===== config.mk =====
export PLATFORM = sky130hd
export DESIGN_NAME = run_collapsed_extrema_marker
export DESIGN_NICKNAME = d
export VERILOG_FILES = /design/src/rcem_pkg.sv /design/src/rcem_fifo.sv /design/src/run_collapsed_extrema_marker.sv
export SDC_FILE = /design/constraint.sdc
export NUM_CORES = 1
export LEC_CHECK = 0
export BUFFER_PORTS_ARGS = -buffer_cell sky130_fd_sc_hd__buf_2
export CAP_MARGIN = 10
export CELL_PAD_IN_SITES_DETAIL_PLACEMENT = 0
export CELL_PAD_IN_SITES_GLOBAL_PLACEMENT = 1
export CORE_MARGIN = 2
export CORE_UTILIZATION = 48
export DETAILED_ROUTE_END_ITERATION = 8
export PLACE_DENSITY_LB_ADDON = 0.05
export SLEW_MARGIN = 40
export SYNTH_ARGS = -nofsm -noshare
export SYNTH_HDL_FRONTEND = slang
export SYNTH_SLANG_ARGS = --single-unit
export TNS_END_PERCENT = 30

===== constraint.sdc =====
create_clock -name clk_i -period 8.65 [get_ports clk_i]
set_input_delay 1.2975 -clock clk_i [delete_from_list [all_inputs] [get_ports clk_i]]
set_output_delay 1.2975 -clock clk_i [all_outputs]
set_load 0.02 [all_outputs]

===== src/rcem_pkg.sv =====
// shared types, constants and result formatting for the run-collapsed extrema marker
package rcem_pkg;

  localparam int RUN_BITS = 16;
  localparam logic [RUN_BITS-1:0] RUN_MAX = {RUN_BITS{1'b1}};

  localparam int FIFO_DEPTH = 4;
  localparam int FIFO_PTR_W = $clog2(FIFO_DEPTH);
  localparam int FIFO_CNT_W = $clog2(FIFO_DEPTH + 1);

  localparam logic [7:0] MARK_NONE = 8'h00;
  localparam logic [7:0] MARK_MAX  = 8'h01;
  localparam logic [7:0] MARK_MIN  = 8'hFF;

  typedef struct packed {
    logic [7:0] sample;
    logic       is_last;
  } in_item_t;

  typedef struct packed {
    logic [15:0] run_length;
    logic [14:0] zeros_before;
    logic [7:0]  mark_byte;
    logic [15:0] zeros_after;
    logic        last_run;
  } out_item_t;

  function automatic out_item_t make_result(logic [RUN_BITS-1:0] len, logic [7:0] mark,
                                            logic last);
    logic [RUN_BITS-1:0] len_m1;
    logic [RUN_BITS-1:0] lead;
    logic [RUN_BITS-1:0] after;
    out_item_t           res;
    len_m1           = len - RUN_BITS'(1);
    lead             = len_m1 >> 1;
    after            = len_m1 - lead;
    res.run_length   = 16'(len);
    res.zeros_before = 15'(lead);
    res.mark_byte    = mark;
    res.zeros_after  = 16'(after);
    res.last_run     = last;
    return res;
  endfunction

endpackage


===== src/rcem_fifo.sv =====
// result queue taking up to two items per cycle and releasing one
module rcem_fifo (
  input  logic                clk_i,
  input  logic                rst_ni,
  input  logic [1:0]          push_cnt_i,
  input  rcem_pkg::out_item_t push_a_i,
  input  rcem_pkg::out_item_t push_b_i,
  input  logic                pop_i,
  output logic                not_empty_o,
  output logic                room_two_o,
  output rcem_pkg::out_item_t head_o
);
  import rcem_pkg::*;

  out_item_t             mem_q [FIFO_DEPTH];
  logic [FIFO_PTR_W-1:0] wr_ptr_q, wr_ptr_d;
  logic [FIFO_PTR_W-1:0] rd_ptr_q, rd_ptr_d;
  logic [FIFO_CNT_W-1:0] cnt_q, cnt_d;
  logic                  do_pop;

  assign not_empty_o = (cnt_q != '0);
  assign room_two_o  = (cnt_q <= FIFO_CNT_W'(FIFO_DEPTH - 2));
  assign head_o      = mem_q[rd_ptr_q];
  assign do_pop      = pop_i && not_empty_o;

  always_comb begin
    wr_ptr_d = wr_ptr_q + FIFO_PTR_W'(push_cnt_i);
    rd_ptr_d = rd_ptr_q + FIFO_PTR_W'(do_pop);
    cnt_d    = cnt_q + FIFO_CNT_W'(push_cnt_i) - FIFO_CNT_W'(do_pop);
  end

  always_ff @(posedge clk_i or negedge rst_ni) begin
    if (!rst_ni) begin
      wr_ptr_q <= '0;
      rd_ptr_q <= '0;
      cnt_q    <= '0;
    end else begin
      wr_ptr_q <= wr_ptr_d;
      rd_ptr_q <= rd_ptr_d;
      cnt_q    <= cnt_d;
    end
  end

  always_ff @(posedge clk_i) begin
    if (push_cnt_i != 2'd0) begin
      mem_q[wr_ptr_q] <= push_a_i;
    end
    if (push_cnt_i == 2'd2) begin
      mem_q[wr_ptr_q + FIFO_PTR_W'(1)] <= push_b_i;
    end
  end

endmodule


===== src/run_collapsed_extrema_marker.sv =====
// top level: run collapsing, extrema marking and result queue
//
// usage
//   input channel: one sample byte per item, with is_last on the final byte of a
//   stream; an item is taken when in_valid_i is high and in_stall_o is low
//   output channel: one run result per item (length, zero padding around the
//   marker, marker byte, last flag); taken when out_valid_o is high and
//   out_stall_i is low
//   config channel: cfg_data_i[0] is signed_mode, written when cfg_valid_i and
//   cfg_ready_o are high; cfg_ready_o is always high
// timing
//   the results a sample closes land in a four-deep queue at the accepting edge and
//   appear on the output in the next cycle if nothing was queued ahead of them
//   one sample per cycle while each sample closes at most one run and the output
//   does not stall; a sample that also ends the stream yields two results, and the
//   single-read queue port then sets the rate to one result per cycle
// reset
//   no run open, no left neighbor, signed_mode = 1, queue empty
// back-pressure
//   a stalled output holds its item; the input stalls once fewer than two queue
//   slots are free, so no result is ever dropped
module run_collapsed_extrema_marker (
  input  logic               clk_i,
  input  logic               rst_ni,
  input  logic               in_valid_i,
  output logic               in_stall_o,
  input  rcem_pkg::in_item_t in_item_i,
  output logic               out_valid_o,
  input  logic               out_stall_i,
  output rcem_pkg::out_item_t out_item_o,
  input  logic               cfg_valid_i,
  output logic               cfg_ready_o,
  input  logic               cfg_data_i
);
  import rcem_pkg::*;

  // run tracking state
  logic                signed_mode_q;
  logic [7:0]          left_value_q, left_value_d;
  logic                left_valid_q, left_valid_d;
  logic [7:0]          run_value_q, run_value_d;
  logic [RUN_BITS-1:0] run_count_q, run_count_d;
  logic                run_valid_q, run_valid_d;

  logic      in_acc;
  logic      room_two;
  logic [1:0] push_cnt;
  out_item_t res_a, res_b, closed_res, last_res;
  logic      closed;
  logic [8:0] key_left, key_run, key_new;
  logic [7:0] mark;

  assign cfg_ready_o = 1'b1;
  assign in_stall_o  = !room_two;
  assign in_acc      = in_valid_i && !in_stall_o;

  // order key: flip the sign bit in signed mode so a plain unsigned compare works
  always_comb begin
    key_left = {1'b0, left_value_q[7] ^ signed_mode_q, left_value_q[6:0]};
    key_run  = {1'b0, run_value_q[7] ^ signed_mode_q, run_value_q[6:0]};
    key_new  = {1'b0, in_item_i.sample[7] ^ signed_mode_q, in_item_i.sample[6:0]};
    if (!left_valid_q) begin
      mark = MARK_NONE;  // first run of a stream has no left neighbor
    end else if (key_run > key_left && key_run > key_new) begin
      mark = MARK_MAX;
    end else if (key_run < key_left && key_run < key_new) begin
      mark = MARK_MIN;
    end else begin
      mark = MARK_NONE;
    end
  end

  always_comb begin
    left_value_d = left_value_q;
    left_valid_d = left_valid_q;
    run_value_d  = run_value_q;
    run_count_d  = run_count_q;
    run_valid_d  = run_valid_q;
    closed       = 1'b0;
    closed_res   = make_result(run_count_q, mark, 1'b0);

    if (!run_valid_q) begin
      // open the first run of a stream
      run_value_d  = in_item_i.sample;
      run_count_d  = RUN_BITS'(1);
      run_valid_d  = 1'b1;
      left_valid_d = 1'b0;
      left_value_d = '0;
    end else if (in_item_i.sample == run_value_q) begin
      if (run_count_q != RUN_MAX) begin
        run_count_d = run_count_q + RUN_BITS'(1);
      end
    end else begin
      // differing sample closes the current run
      closed       = 1'b1;
      left_value_d = run_value_q;
      left_valid_d = 1'b1;
      run_value_d  = in_item_i.sample;
      run_count_d  = RUN_BITS'(1);
    end

    last_res = make_result(run_count_d, MARK_NONE, 1'b1);

    if (in_item_i.is_last) begin
      left_value_d = '0;
      left_valid_d = 1'b0;
      run_value_d  = '0;
      run_count_d  = '0;
      run_valid_d  = 1'b0;
    end

    // closed run goes first, final run second
    res_a    = closed ? closed_res : last_res;
    res_b    = last_res;
    push_cnt = '0;
    if (in_acc) begin
      push_cnt = {1'b0, closed} + {1'b0, in_item_i.is_last};
    end
  end

  always_ff @(posedge clk_i or negedge rst_ni) begin
    if (!rst_ni) begin
      signed_mode_q <= 1'b1;
      left_value_q  <= '0;
      left_valid_q  <= 1'b0;
      run_value_q   <= '0;
      run_count_q   <= '0;
      run_valid_q   <= 1'b0;
    end else begin
      if (cfg_valid_i && cfg_ready_o) begin
        signed_mode_q <= cfg_data_i;
      end
      if (in_acc) begin
        left_value_q <= left_value_d;
        left_valid_q <= left_valid_d;
        run_value_q  <= run_value_d;
        run_count_q  <= run_count_d;
        run_valid_q  <= run_valid_d;
      end
    end
  end

  rcem_fifo u_fifo (
    .clk_i       (clk_i),
    .rst_ni      (rst_ni),
    .push_cnt_i  (push_cnt),
    .push_a_i    (res_a),
    .push_b_i    (res_b),
    .pop_i       (!out_stall_i),
    .not_empty_o (out_valid_o),
    .room_two_o  (room_two),
    .head_o      (out_item_o)
  );

endmodule


==> impl_results.md <==
* Outcome: finished clean
* Synth top area cells: edfxtp_1, mux4_2, dfrtp_1
* Slowest-stage cell, CP: dfrtp_1
* Power consumption at 5030 µW
* Top_reg_cell synth: edfxtp_1
* Tcrit/Tclk final at 83.0%
* Synth top area share at 39.6%
* Setup crit end: u_fifo.mem_q[0][13]
* CTS Sinks at 242
* Final slew viol count at 0
* #FFs+latches synth at 242
* First-pass GRT wire length at 65.3 mm
* Ys Warns at 0
* Post-CTS Setup Bufs at 0
* Post-Syn Area at 14300 µm²
* Syn_nets at ~1400
* FFs w/ async S/R, synth at around 17%
* Wire length on met1 at 18.5 mm
* DR vias at 11000
* Final setup vio count at 0
* Crit path capture type: flip-flop
* Critical Path RT at 8.90 ns
* Vias in the first global route at approximately 11000
* RePlAce Congestion at between 0.8 and 0.9
* Overall global routing resource usage at 27.7%
* IO Port Bufs at between 70 and 80
* Worst-Margin Slew at about 0.85 ns
* Root buffer cell: clkbuf_16
* Die outline area at 31100 µm²
* PostCTS Resize Cnt at 0
* Core ar. at 29400 µm²
* Critical path launch point: run_count_q[0]
* R2R Setup Slk at roughly 1.5 ns
* Rel. slew slack at 43.3%
* Routed wl met2 at between 20 and 25 mm
* Layout area overhead at 11.1%
* Largest net degree at the start of global routing at between 70 and 80
* Maximum VDD drop at 0.000181 V
* Diode count at 0
* Drt wl/cell at 24.6 µm
* Max_cap viols at 0
* CP peak stage delay at 0.60 ns
* Mapped Cells at 1300
* Via-to-Cell Ratio at 6.32
* Unrepaired setup endpoints after global routing: false
* Routed met3 length at between 2 and 3 mm
* Post-synth cell types at 84
* Seq/Total Area, Yosys at 48.7%
* TritonCTS clock tree: done
* TritonRoute pass-1 iters at 5
* Post-DRT Antenna Nets at 0
* Filler instances at between 2000 and 3000
* Final #Nets at 1395
* CP max FO at 14
* R2R Path End: u_fifo.mem_q[0][13]
* Initial antenna violation count at 0
* Share of cells above drive strength 1 at 17.4%
* Hold Buf Count CTS at 0
* Clock-pin slew on the worst setup and hold paths at about 0.06 ns
* Register area at 6940 µm²
* CP dominant cell by count: ha_1
* Number of flops mapped to enable cells by yosys at roughly 190
* Initial DRC Count at 1000
* Critical path cell sequence: ha_1 > nand4_4 > nor4_4 > mux2i_1 > nand2b_1 > ha_1 > nand3_1 > o31ai_1 > o211a_1 > and3_1 > or2_1 > clkinv_1 > ha_1 > a21o_1 > or2_2 > maj3_2 > a2111oi_1 > nor3_1 > xnor2_1 > o22ai_1
* Die height at 176 µm
* Highest metal used: met4
* Io pins at 74
* Drt total wl at 42.7 mm
* Fin. Hold Viols at 0
* Pwr per Cell Area at 318 nW/µm²
* F_max at between 100 and 150 MHz
* Mean post-synth cell area at 11.0 µm²
* Global route overflow at 0
* Setup TNS at 0 ns
* Launching point of the worst reg2reg path: run_count_q[0]
* Min cycle time layout at slightly above 7 ns
* Startpoint Class: flip-flop
* H-tree depth at 1
* Num CTS Buffers at 27
* Commonest non-fill, non-tap cell in the layout: edfxtp_1
* Worst Hold Class: reg -> reg
* Yosys top cell by area: edfxtp_1
* Worst Path Arrival at approximately 7.4 ns
* Initial Util at 48.5%
* Worst skew pair latency at 0.54 ns
* Drt drc at 0
* Row count at 63
* Area of the multi-input gates at roughly 6700 µm²
* Most frequent cells in the layout: edfxtp_1, o22ai_1, nand2_1, a21oi_1, buf_2
* Pleak at 0.00563 µW
* Crit path kind: reg -> reg
* Clock Skews at 0.0100 ns
* Die Width at between 150 and 200 µm
* HPWL after detailed placement at 28.5 mm
* R2r worst-path depth at 20
* CTS max path bufs at 3
worst min-delay path by stage:
stage | start | cells after the start | end
2_1_floorplan | u_fifo.mem_q[0][23] | 2 | u_fifo.mem_q[0][23]
3_3_place_gp | u_fifo.rd_ptr_q[1] | 1 | u_fifo.rd_ptr_q[1]
3_5_place_dp | u_fifo.mem_q[1][0] | 1 | u_fifo.mem_q[1][0]
6_report | u_fifo.mem_q[0][23] | 2 | u_fifo.mem_q[0][23]
5_1_grt | u_fifo.mem_q[0][23] | 2 | u_fifo.mem_q[0][23]
4_1_cts | u_fifo.mem_q[0][23] | 2 | u_fifo.mem_q[0][23]
cells by family after synthesis:
| kind of cell | synth area share, % |
|---|---|
| and+or+nand+nor | 12.7 |
| AOI/OAI and AO/OA | 16.1 |
| xor gates and xnor gates | 4.36 |
| buffers and inverters | 4.87 |
| muxes | 8.36 |
| adders and majority gates | 4.92 |
| DFF | 48.7 |
| other | 0.0263 |
final cells by class:
cell class / count / share of cell area [%]
tap: 390 / 3.08
clock inverter: 12 / 0.680
clock buffer: 37 / 4.63
multi-input combinational: 890 / 42.4
sequential: 242 / 43.9
timing repair buffer: 99 / 3.82
inverter: 66 / 1.59
report_power, final:
| group | leakage (µW) | switching (µW) | internal [µW] |
|---|---|---|---|
| sequential | 0.00240 | 140 | 1430 |
| combinational | 0.00282 | 1470 | 878 |
| clock | 0.000411 | 460 | 648 |
cell usage after synthesis, drive strengths merged (7+ instances only):
library cell and n:
edfxtp 188, o22ai 119, nand2 91, a21oi 87, clkbuf 78, nand3 67
inv 64, o21ai 59, nor2 55, ha 52, mux4 50, xnor2 42
dfrtp 41, xor2 26, nor3 25, buf 24, a22o 16, nor4 16
nand2b 15, nand4 13, dfxtp 12, o21a 12, o211ai 11, or3 11
nor2b 10, a22oi 9, or2 8, a21o 7, and2 7, o31ai 7
routing by layer:
| metal | vias to the layer above | GRT usage, % |
|---|---|---|
| met2 | 408 | 45.5 |
| met1 | 5449 | 38.5 |
| met3 | 82 | 3.70 |
| met5 | - | 0 |
| li1 | 5035 | - |
| met4 | 0 | 8.40 |
per-stage QoR:
step                hold slack (ns)  instances  area, µm²  setup WS (ns)  utilization [%]
finish                        0.461       1736      15800           1.47             53.8
CTS                           0.464       1735      15800           1.63             53.8
floorplan                     0.433       1300      14300           2.20                -
detailed placement            0.453       1686      15000           1.27             50.9
global placement              0.447       1684      14900           1.42             50.7
global route                  0.480       1736      15800           1.03             53.8
registers in the layout, indices dropped and copies added, names as in the netlist:
register / flops
left_value_q: 8
u_fifo.wr_ptr_q: 2
u_fifo.mem_q: 200
run_value_q: 8
run_valid_q: 1
signed_mode_q: 1
left_valid_q: 1
run_count_q: 16
u_fifo.rd_ptr_q: 2
u_fifo.cnt_q: 3
critical path: cells and delay by family, from the launching register on:
family / cells / cell delay, ns
buffers and inverters: 1 / 0.26
adder cells (fa/ha/maj): 4 / 1.63
XOR/XNOR: 1 / 0.40
multiplexers: 1 / 0.27
AND/OR/NAND/NOR: 8 / 2.15
flip-flops: 1 / 0.60
AO/OA/AOI/OAI: 5 / 1.57
(Power assumes the default switching activity.)
